--- src/rtl/plm_pkg.sv ---
// ---------------------------------------------------------------------------
// Point list merge package
// Shared types, constants and the microcode program of the point list merge.
// ---------------------------------------------------------------------------
package plm_pkg;

    // Default table depth and merge radius after reset (1.5 ft in Q8.8).
    localparam int          CAPACITY_DEF   = 16;
    localparam logic [15:0] MERGE_DIST_RST = 16'd384;

    // Output field widths.
    localparam int SLOT_OUT_W  = 4;
    localparam int CNT_OUT_W   = 5;

    // Table selector codes.
    localparam logic KIND_OBSTACLE = 1'b0;
    localparam logic KIND_HIKER    = 1'b1;

    // Microcode step counter and step addresses.
    localparam int UPC_W = 3;
    localparam logic [UPC_W-1:0] STEP_IDLE   = 3'd0;
    localparam logic [UPC_W-1:0] STEP_SETUP  = 3'd1;
    localparam logic [UPC_W-1:0] STEP_READ   = 3'd2;
    localparam logic [UPC_W-1:0] STEP_SQUARE = 3'd3;
    localparam logic [UPC_W-1:0] STEP_DECIDE = 3'd4;
    localparam logic [UPC_W-1:0] STEP_FINISH = 3'd5;

    // Datapath operations driven by one control word.
    typedef enum logic [2:0] {
        OP_IDLE,
        OP_SETUP,
        OP_READ,
        OP_SQUARE,
        OP_DECIDE,
        OP_FINISH
    } t_op;

    // Jump conditions; when a condition holds the jump target is taken.
    typedef enum logic [2:0] {
        COND_NEVER,
        COND_ALWAYS,
        COND_NOT_START,
        COND_EMPTY,
        COND_NOT_LAST
    } t_cond;

    typedef struct packed {
        t_op              op;
        t_cond            cond;
        logic [UPC_W-1:0] target;
    } t_ctrl_word;

    // Control from the sequencer to the datapath.
    typedef struct packed {
        t_op  op;
        logic load;
    } t_dp_ctrl;

    // Status from the datapath back to the sequencer.
    typedef struct packed {
        logic empty;
        logic last;
    } t_dp_status;

    // Microcode program: scan the chosen table one entry per three steps.
    function automatic t_ctrl_word ucode_fetch(input logic [UPC_W-1:0] upc);
        t_ctrl_word w;
        begin
            case (upc)
                STEP_IDLE:   w = '{op: OP_IDLE,   cond: COND_NOT_START, target: STEP_IDLE};
                STEP_SETUP:  w = '{op: OP_SETUP,  cond: COND_EMPTY,     target: STEP_FINISH};
                STEP_READ:   w = '{op: OP_READ,   cond: COND_NEVER,     target: STEP_IDLE};
                STEP_SQUARE: w = '{op: OP_SQUARE, cond: COND_NEVER,     target: STEP_IDLE};
                STEP_DECIDE: w = '{op: OP_DECIDE, cond: COND_NOT_LAST,  target: STEP_READ};
                STEP_FINISH: w = '{op: OP_FINISH, cond: COND_ALWAYS,    target: STEP_IDLE};
                default:     w = '{op: OP_IDLE,   cond: COND_ALWAYS,    target: STEP_IDLE};
            endcase
            return w;
        end
    endfunction

endpackage

--- src/rtl/plm_sequencer.sv ---
// ---------------------------------------------------------------------------
// Point list merge sequencer
// Step counter over the microcode table with conditional jumps.
// ---------------------------------------------------------------------------
module plm_sequencer (
    input  logic               i_clk,
    input  logic               i_rst_n,
    input  logic               i_start,
    input  plm_pkg::t_dp_status i_status,
    output plm_pkg::t_dp_ctrl  o_ctrl,
    output logic               o_busy
);
    import plm_pkg::*;

    logic [UPC_W-1:0] r_upc;
    logic [UPC_W-1:0] n_upc;
    t_ctrl_word       word;
    logic             jump;

    // Fetch the control word of the current step.
    assign word = ucode_fetch(r_upc);

    // Evaluate the jump condition of this step.
    always_comb begin
        case (word.cond)
            COND_NEVER:     jump = 1'b0;
            COND_ALWAYS:    jump = 1'b1;
            COND_NOT_START: jump = !i_start;
            COND_EMPTY:     jump = i_status.empty;
            COND_NOT_LAST:  jump = !i_status.last;
            default:        jump = 1'b1;
        endcase
    end

    assign n_upc = jump ? word.target : r_upc + UPC_W'(1);

    // Step counter.
    always_ff @(posedge i_clk) begin
        if (!i_rst_n) begin
            r_upc <= STEP_IDLE;
        end else begin
            r_upc <= n_upc;
        end
    end

    // A request is taken only in the idle step.
    assign o_busy      = (r_upc != STEP_IDLE);
    assign o_ctrl.op   = word.op;
    assign o_ctrl.load = (r_upc == STEP_IDLE) && i_start;

`ifndef SYNTHESIS
    // An accepted request always moves on to the set-up step.
    a_accept_setup: assert property (@(posedge i_clk) disable iff (!i_rst_n)
        (i_start && !o_busy) |=> (r_upc == STEP_SETUP))
        else $error("accepted request did not enter set-up");

    // The step counter never leaves the program.
    a_upc_range: assert property (@(posedge i_clk) disable iff (!i_rst_n)
        r_upc <= STEP_FINISH)
        else $error("step counter outside program");

    // Every finish step returns to idle.
    a_finish_idle: assert property (@(posedge i_clk) disable iff (!i_rst_n)
        (r_upc == STEP_FINISH) |=> (r_upc == STEP_IDLE))
        else $error("finish step did not return to idle");
`endif

endmodule

--- src/rtl/plm_datapath.sv ---
// ---------------------------------------------------------------------------
// Point list merge datapath
// Point tables, distance squares, compare and in-place compaction.
// ---------------------------------------------------------------------------
module plm_datapath #(
    parameter int CAPACITY = plm_pkg::CAPACITY_DEF
) (
    input  logic                                i_clk,
    input  logic                                i_rst_n,
    input  plm_pkg::t_dp_ctrl                   i_ctrl,
    input  logic                                i_cfg_wr_en,
    input  logic [15:0]                         i_cfg_wr_data,
    input  logic                                i_kind,
    input  logic signed [15:0]                  i_pos_x,
    input  logic signed [15:0]                  i_pos_y,
    output plm_pkg::t_dp_status                 o_status,
    output logic                                o_done,
    output logic                                o_merged,
    output logic                                o_dropped_full,
    output logic [plm_pkg::SLOT_OUT_W-1:0]      o_slot,
    output logic [plm_pkg::SLOT_OUT_W-1:0]      o_removed,
    output logic [plm_pkg::CNT_OUT_W-1:0]       o_entry_count
);
    import plm_pkg::*;

    localparam int IDX_W     = (CAPACITY > 1) ? $clog2(CAPACITY) : 1;
    localparam int CNT_W     = $clog2(CAPACITY + 1);
    localparam int ADDR_W    = IDX_W + 1;
    localparam int MEM_DEPTH = 2 ** ADDR_W;

    // Table storage: x in the upper half of a word, y in the lower half.
    logic [31:0] mem [MEM_DEPTH];

    logic [15:0]         r_merge_dist;
    logic                r_kind;
    logic signed [15:0]  r_px;
    logic signed [15:0]  r_py;
    logic [31:0]         r_limit;
    logic [31:0]         r_rd_data;
    logic [31:0]         r_sq_x;
    logic [31:0]         r_sq_y;
    logic [CNT_W-1:0]    r_rd;
    logic [CNT_W-1:0]    r_wr;
    logic [CNT_W-1:0]    r_count [2];
    logic                r_merged;
    logic [IDX_W-1:0]    r_slot;
    logic [IDX_W-1:0]    r_removed;
    logic                r_done;
    logic                r_out_merged;
    logic                r_out_dropped;
    logic [IDX_W-1:0]    r_out_slot;
    logic [IDX_W-1:0]    r_out_removed;
    logic [CNT_W-1:0]    r_out_count;

    logic [CNT_W-1:0]    cur_count;
    logic signed [16:0]  dx;
    logic signed [16:0]  dy;
    logic [16:0]         ax;
    logic [16:0]         ay;
    logic [32:0]         dist2;
    logic                hit;
    logic                full;
    logic                mem_we;
    logic [ADDR_W-1:0]   mem_waddr;
    logic [31:0]         mem_wdata;
    logic [ADDR_W-1:0]   mem_raddr;
    logic [IDX_W+SLOT_OUT_W-1:0] slot_pad;
    logic [IDX_W+SLOT_OUT_W-1:0] removed_pad;
    logic [CNT_W+CNT_OUT_W-1:0]  count_pad;

    assign cur_count = r_count[r_kind];

    // Status for the sequencer's jumps.
    assign o_status.empty = (cur_count == '0);
    assign o_status.last  = ((r_rd + CNT_W'(1)) == cur_count);

    // Differences and magnitudes of the entry just read.
    assign dx = 17'(r_px) - 17'($signed(r_rd_data[31:16]));
    assign dy = 17'(r_py) - 17'($signed(r_rd_data[15:0]));
    assign ax = dx[16] ? 17'(-dx) : 17'(dx);
    assign ay = dy[16] ? 17'(-dy) : 17'(dy);

    // Squared distance against the squared radius.
    assign dist2 = {1'b0, r_sq_x} + {1'b0, r_sq_y};
    assign hit   = (dist2 < {1'b0, r_limit});
    assign full  = (r_wr == CNT_W'(CAPACITY));

    // Memory write port: kept entries close up, the point goes to its slot.
    always_comb begin
        mem_we    = 1'b0;
        mem_waddr = {r_kind, r_wr[IDX_W-1:0]};
        mem_wdata = {r_px, r_py};
        case (i_ctrl.op)
            OP_DECIDE: begin
                if (!hit) begin
                    mem_we    = 1'b1;
                    mem_wdata = r_rd_data;
                end else if (!r_merged) begin
                    mem_we = 1'b1;
                end
            end
            OP_FINISH: begin
                mem_we = !r_merged && !full;
            end
            default: begin
                mem_we = 1'b0;
            end
        endcase
    end

    assign mem_raddr = {r_kind, r_rd[IDX_W-1:0]};

    // Table memory with registered read.
    always_ff @(posedge i_clk) begin
        if (mem_we) begin
            mem[mem_waddr] <= mem_wdata;
        end
        if (i_ctrl.op == OP_READ) begin
            r_rd_data <= mem[mem_raddr];
        end
    end

    // Payload registers: request point, squares and the squared radius.
    always_ff @(posedge i_clk) begin
        if (i_ctrl.load) begin
            r_kind <= i_kind;
            r_px   <= i_pos_x;
            r_py   <= i_pos_y;
        end
        if (i_ctrl.op == OP_SETUP) begin
            r_limit <= r_merge_dist * r_merge_dist;
        end
        if (i_ctrl.op == OP_SQUARE) begin
            r_sq_x <= ax[15:0] * ax[15:0];
            r_sq_y <= ay[15:0] * ay[15:0];
        end
    end

    // Scan control, table counts, radius register and result registers.
    always_ff @(posedge i_clk) begin
        if (!i_rst_n) begin
            r_merge_dist <= MERGE_DIST_RST;
            r_count[0]   <= '0;
            r_count[1]   <= '0;
            r_rd         <= '0;
            r_wr         <= '0;
            r_merged     <= 1'b0;
            r_slot       <= '0;
            r_removed    <= '0;
            r_done       <= 1'b0;
        end else begin
            r_done <= (i_ctrl.op == OP_FINISH);
            if (i_cfg_wr_en) begin
                r_merge_dist <= i_cfg_wr_data;
            end
            case (i_ctrl.op)
                OP_SETUP: begin
                    r_rd      <= '0;
                    r_wr      <= '0;
                    r_merged  <= 1'b0;
                    r_slot    <= '0;
                    r_removed <= '0;
                end
                OP_DECIDE: begin
                    r_rd <= r_rd + CNT_W'(1);
                    if (!hit) begin
                        r_wr <= r_wr + CNT_W'(1);
                    end else if (!r_merged) begin
                        r_merged <= 1'b1;
                        r_slot   <= r_wr[IDX_W-1:0];
                        r_wr     <= r_wr + CNT_W'(1);
                    end else begin
                        r_removed <= r_removed + IDX_W'(1);
                    end
                end
                OP_FINISH: begin
                    r_out_merged  <= r_merged;
                    r_out_dropped <= !r_merged && full;
                    r_out_removed <= r_removed;
                    if (r_merged) begin
                        r_out_slot      <= r_slot;
                        r_count[r_kind] <= r_wr;
                        r_out_count     <= r_wr;
                    end else if (full) begin
                        r_out_slot  <= '0;
                        r_out_count <= r_wr;
                    end else begin
                        r_out_slot      <= r_wr[IDX_W-1:0];
                        r_count[r_kind] <= r_wr + CNT_W'(1);
                        r_out_count     <= r_wr + CNT_W'(1);
                    end
                end
                default: begin
                end
            endcase
        end
    end

    // Result fields, cut or widened to the port widths.
    assign slot_pad    = {{SLOT_OUT_W{1'b0}}, r_out_slot};
    assign removed_pad = {{SLOT_OUT_W{1'b0}}, r_out_removed};
    assign count_pad   = {{CNT_OUT_W{1'b0}}, r_out_count};

    assign o_done         = r_done;
    assign o_merged       = r_out_merged;
    assign o_dropped_full = r_out_dropped;
    assign o_slot         = slot_pad[SLOT_OUT_W-1:0];
    assign o_removed      = removed_pad[SLOT_OUT_W-1:0];
    assign o_entry_count  = count_pad[CNT_OUT_W-1:0];

`ifndef SYNTHESIS
    // A result strobe follows only a finish step.
    a_done_after_finish: assert property (@(posedge i_clk) disable iff (!i_rst_n)
        o_done |-> $past(i_ctrl.op == OP_FINISH))
        else $error("result strobe without finish step");

    // A result is never both merged and dropped.
    a_merge_drop_excl: assert property (@(posedge i_clk) disable iff (!i_rst_n)
        o_done |-> !(o_merged && o_dropped_full))
        else $error("result both merged and dropped");

    // Compaction never writes ahead of the read pointer.
    a_wr_behind_rd: assert property (@(posedge i_clk) disable iff (!i_rst_n)
        r_wr <= r_rd)
        else $error("write pointer passed read pointer");

    // Neither table ever holds more than its capacity.
    a_count_bound: assert property (@(posedge i_clk) disable iff (!i_rst_n)
        (r_count[0] <= CNT_W'(CAPACITY)) && (r_count[1] <= CNT_W'(CAPACITY)))
        else $error("table count above capacity");
`endif

endmodule

--- src/rtl/point_list_distance_merge_top.sv ---
// ---------------------------------------------------------------------------
// Point list distance merge, top level
// Keeps obstacle and hiker point tables and merges near-duplicate points.
// ---------------------------------------------------------------------------
// Usage:
//   A request (i_kind, i_pos_x, i_pos_y) is taken at a clock edge where
//   start is high and busy is low. i_kind selects the obstacle table (0) or
//   the hiker table (1); coordinates are signed Q8.8 feet.
//   The merge radius is written through i_cfg_wr_en / i_cfg_wr_data while
//   the block is idle; it resets to 1.5 ft.
//   Each request yields one result, shown for a single cycle with o_done
//   high. The receiver cannot hold results off.
//   After the accepting edge the sequencer runs a set-up step, then read,
//   square and compare steps for each stored entry (the read being
//   registered), then a finish step; an empty table goes straight from
//   set-up to finish. o_done is registered from the finish step. busy
//   stays high through the finish step and is low again in the o_done
//   cycle, so the next request can be taken at the edge that takes the
//   result; no new request is taken while one is still in progress.
//   Reset empties both tables; table contents need no clearing pass.
// ---------------------------------------------------------------------------
module point_list_distance_merge_top #(
    parameter int CAPACITY = plm_pkg::CAPACITY_DEF
) (
    input  logic                           i_clk,
    input  logic                           i_rst_n,
    input  logic                           start,
    output logic                           busy,
    input  logic                           i_cfg_wr_en,
    input  logic [15:0]                    i_cfg_wr_data,
    input  logic                           i_kind,
    input  logic signed [15:0]             i_pos_x,
    input  logic signed [15:0]             i_pos_y,
    output logic                           o_done,
    output logic                           o_merged,
    output logic                           o_dropped_full,
    output logic [plm_pkg::SLOT_OUT_W-1:0] o_slot,
    output logic [plm_pkg::SLOT_OUT_W-1:0] o_removed,
    output logic [plm_pkg::CNT_OUT_W-1:0]  o_entry_count
);
    import plm_pkg::*;

    t_dp_ctrl   dp_ctrl;
    t_dp_status dp_status;

    // Microcode sequencer.
    plm_sequencer u_seq (
        .i_clk    (i_clk),
        .i_rst_n  (i_rst_n),
        .i_start  (start),
        .i_status (dp_status),
        .o_ctrl   (dp_ctrl),
        .o_busy   (busy)
    );

    // Tables, arithmetic and result registers.
    plm_datapath #(
        .CAPACITY (CAPACITY)
    ) u_dp (
        .i_clk          (i_clk),
        .i_rst_n        (i_rst_n),
        .i_ctrl         (dp_ctrl),
        .i_cfg_wr_en    (i_cfg_wr_en),
        .i_cfg_wr_data  (i_cfg_wr_data),
        .i_kind         (i_kind),
        .i_pos_x        (i_pos_x),
        .i_pos_y        (i_pos_y),
        .o_status       (dp_status),
        .o_done         (o_done),
        .o_merged       (o_merged),
        .o_dropped_full (o_dropped_full),
        .o_slot         (o_slot),
        .o_removed      (o_removed),
        .o_entry_count  (o_entry_count)
    );

endmodule

--- config.mk ---
export PLATFORM = sky130hd
export DESIGN_NAME = point_list_distance_merge_top
export DESIGN_NICKNAME = d
export VERILOG_FILES = /design/src/rtl/plm_pkg.sv /design/src/rtl/plm_sequencer.sv /design/src/rtl/plm_datapath.sv /design/src/rtl/point_list_distance_merge_top.sv
export SDC_FILE = /design/constraint.sdc
export NUM_CORES = 2
export LEC_CHECK = 0
export BUFFER_PORTS_ARGS = -buffer_cell sky130_fd_sc_hd__clkbuf_2
export CAP_MARGIN = 15
export CORE_UTILIZATION = 60
export DETAILED_ROUTE_END_ITERATION = 6
export GPL_ROUTABILITY_DRIVEN = 1
export MAX_ROUTING_LAYER = met4
export PLACE_DENSITY = 0.76
export SLEW_MARGIN = 15
export SYNTH_ARGS = -nofsm -noshare
export SYNTH_HDL_FRONTEND = slang
export SYNTH_SLANG_ARGS = --single-unit
--- constraint.sdc ---
create_clock -name i_clk -period 27.1 [get_ports i_clk]
set_clock_uncertainty 0.05 [all_clocks]
set_input_delay 2.71 -clock i_clk [delete_from_list [all_inputs] [get_ports i_clk]]
set_output_delay 2.71 -clock i_clk [all_outputs]
set_load 0.1 [all_outputs]
==> flow_summary.yaml <==
outcome:
  status: "finished, violations left"
  violations: "design-rule violations"
grt:
  grt_max_degree: 104
  grt_pass1_wl_um: 268000
  antenna_found_initial: 4
  grt_pass1_vias: 44100
  overflow: 0
  grt_use_total_pct: 30.7
timing:
  rsz0062_at_grt: "no"
  final.setup.tns_ns: 0
  min_period_ns: 10.40
  finalHoldViolCount: 0
  setup_viol: 0
  slew_headroom_pct: 25.8
  maxSlewViolCount: 0
  worst_pin_slew_ns: 1.10
  max_freq_mhz: 96.2
  fin_crit_sh_pct: 38.4
synth:
  synth_area_um2: 72700
  synthesis.nets: 5992
  yosysUniqueCellTypes: 97
  ys_seq_area_share_pct: 50.9
  yosys_warnings: 0
  synth_edf_count: 1207
  async_reset_ff_share_pct: 0
  ys_ff_latch: 1247
  syn_avg_cell_area_um2: 14.4
  synth_flop_cell: "edfxtp_1"
  syn_inst: 5051
setup_path:
  cp.arrival_ns: 10.84
  crit_slowest_cell: "o22ai_1"
  cp.required_ns: 27.54
  cp_max_fo: 14
  crit_path_end_kind: "flop"
  path_common_cell: "fa_1"
  worstSetupPathType: "reg2reg"
  cp_slowest_stage_delay_ns: 0.73
  cp-start-kind: "flop"
cts:
  clk_path_buf_depth: 3
  root_buffer: "clkbuf_16"
  path_clk_slew_ns: 0.06
  cts_tree: "done"
  postCtsSetupBuffers: 0
  ctsHtreeMaxLevel: 3
  clock_sinks: 1247
  cts_hold_buf: 0
  clkLatencyLatePin_ns: 0.73
  cts_resized: 0
  numCtsBuffers: 119
floorplan:
  die_area_um2: 123000
  die-width_um: 350
  rows: 127
  io-pin-count: 70
  die_height_um: 350
  core_area_um2: 120000
  start_util_pct: 60.5
placement:
  place.gp.congestion: 0.933
  place_hpwl_um: 106000
  port_buffers: 69
min_path:
  hp-class: "reg2reg"
final_layout:
  area_delta_synth_final_pct: 8.92
  fin_nets: 6099
  post-route-util_pct: 65.9
  drive_above_1_share_pct: 15.4
  final.fill_count: 8429
detailed_routing:
  viasPerCell: 6.14
  ant_nets: 0
  first_iter_violations: 4236
  first_pass_iters: 7
  wl_um: 177000
  drc_errors: 1
  vias: 42200
  wl_per_cell_um: 25.7
run:
  maxCapViolCount: 0
cell usage after synthesis (12+ instances only):
| master | count | share of area [%] |
|---|---|---|
| edfxtp_1 | 1207 | 50 |
| nand3_1 | 48 | 0.33 |
| nor3_1 | 32 | 0.22 |
| nand2b_1 | 31 | 0.27 |
| nand4_1 | 14 | 0.12 |
| nor3b_1 | 32 | 0.33 |
| xor2_1 | 57 | 0.69 |
| nor2b_1 | 31 | 0.27 |
| mux2i_1 | 24 | 0.33 |
| xnor2_1 | 123 | 1.5 |
| nand2_1 | 232 | 1.2 |
| o21bai_1 | 23 | 0.24 |
| mux2_2 | 68 | 1.1 |
| inv_1 | 827 | 4.3 |
| ha_1 | 398 | 6.8 |
| and2_1 | 52 | 0.45 |
| nor2_1 | 279 | 1.4 |
| or3_1 | 20 | 0.17 |
| a21oi_1 | 144 | 0.99 |
| dfxtp_1 | 40 | 1.1 |
| fa_1 | 490 | 13 |
| and3_1 | 15 | 0.13 |
| mux4_2 | 320 | 9.9 |
| clkbuf_1 | 114 | 0.59 |
| o21ai_0 | 72 | 0.50 |
| or2_2 | 12 | 0.10 |
| o21a_1 | 28 | 0.29 |
| a21o_1 | 78 | 0.81 |
| buf_1 | 25 | 0.13 |
stage by stage:
| step | cell area (um^2) | setup WS [ns] | hold slack, ns | std cells |
|---|---|---|---|---|
| final | 79200 | 16.70 | 0.416 | 6870 |
| after global routing | 79200 | 15.95 | 0.443 | 6870 |
| after CTS | 79200 | 16.76 | 0.415 | 6867 |
| after detailed placement | 75300 | 16.76 | 0.404 | 6649 |
| after global placement | 75300 | 17.22 | 0.392 | 6649 |
| after floorplan | 72700 | 18.12 | 0.379 | 5051 |
worst max-delay path, delay by kind of cell, from the launching register on:
kind | cells | cell delay, ns
and+or+nand+nor | 6 | 0.88
DFF | 1 | 0.41
xor gates and xnor gates | 1 | 0.67
buffers and inverters | 6 | 0.78
AOI/OAI and AO/OA | 12 | 3.46
adders and majority gates | 9 | 3.94
sequential cells by signal (all words and copies together), names as in the netlist, 3 cells and up, named ones only:
name / count
u_dp.o_entry_count: 5
u_dp.r_wr: 5
u_dp.mem: 1024
u_dp.o_removed: 4
u_dp.r_count: 10
u_dp.r_rd_data: 32
u_seq.r_upc: 3
u_dp.r_sq_x: 31
u_dp.r_py: 16
u_dp.o_slot: 4
u_dp.r_slot: 4
u_dp.r_sq_y: 31
u_dp.r_merge_dist: 16
u_dp.r_limit: 31
u_dp.r_px: 16
u_dp.r_removed: 4
u_dp.r_rd: 5
final cells by class:
| cell class | count | area [um^2] | area share [%] |
|---|---|---|---|
| diodes | 3 | 7.51 | 0.00948 |
| clock inverters | 66 | 800 | 1.01 |
| well taps | 1612 | 2020 | 2.55 |
| inverters | 845 | 3170 | 4.00 |
| flip-flops and latches | 1247 | 37100 | 46.8 |
| multi-input cells | 2806 | 32100 | 40.6 |
| clock buffers | 152 | 3140 | 3.97 |
| repair buffers | 139 | 896 | 1.13 |
logic make-up after synthesis:
family | count (synthesis) | synth area share [%]
buffers and inverters | 998 | 5.19
AOI/OAI and AO/OA | 483 | 4.52
and+or+nand+nor | 838 | 5.45
xor gates and xnor gates | 185 | 2.29
adders and majority gates | 888 | 20.3
DFF | 1247 | 50.9
muxes | 412 | 11.3
path summary, 6_finish.rpt:
path,from,end,slack (ns),cells after the start
max reg2reg,u_dp.r_rd_data[16],u_dp.r_sq_x[25],16.70,34
min,u_dp.r_slot[2],u_dp.r_slot[2],0.42,2
min reg2reg,u_dp.r_slot[2],u_dp.r_slot[2],0.42,2
max,u_dp.r_rd_data[16],u_dp.r_sq_x[25],16.70,34
per-layer routing:
| metal | up-vias | track usage, % | routed length [um] | share of wire (%) |
|---|---|---|---|---|
| met3 | 443 | 4.53 | 14500 | 8.2 |
| met5 | - | - | 0 | 0 |
| li1 | 18100 | - | - | - |
| met4 | 0 | 12.4 | 7690 | 4.4 |
| met2 | 2114 | 51.0 | 89800 | 51 |
| met1 | 21500 | 38.0 | 64500 | 37 |
placed cells by master (no fill, tap or decap), types with 31 or more instances in the layout:
cell	Yosys	layout
dfxtp_1	40	36
a21oi_1	144	143
clkbuf_16	0	121
o21ai_0	72	72
edfxtp_1	1207	1207
a21o_1	78	78
nor3b_2	0	31
clkbuf_2	2	69
nor3_1	32	31
nor2_1	279	277
mux2_2	68	68
mux4_2	320	320
xor2_1	57	57
inv_1	827	827
nor2b_1	31	31
nand2b_1	31	31
buf_4	0	68
xnor2_1	123	123
clkbuf_1	114	31
ha_1	398	398
and2_1	52	52
fa_1	490	490
nand2_1	232	231
nand3_1	48	48
Power is not shown: default switching activity piles up to over one toggle a cycle in this logic, so the estimate is an artifact.
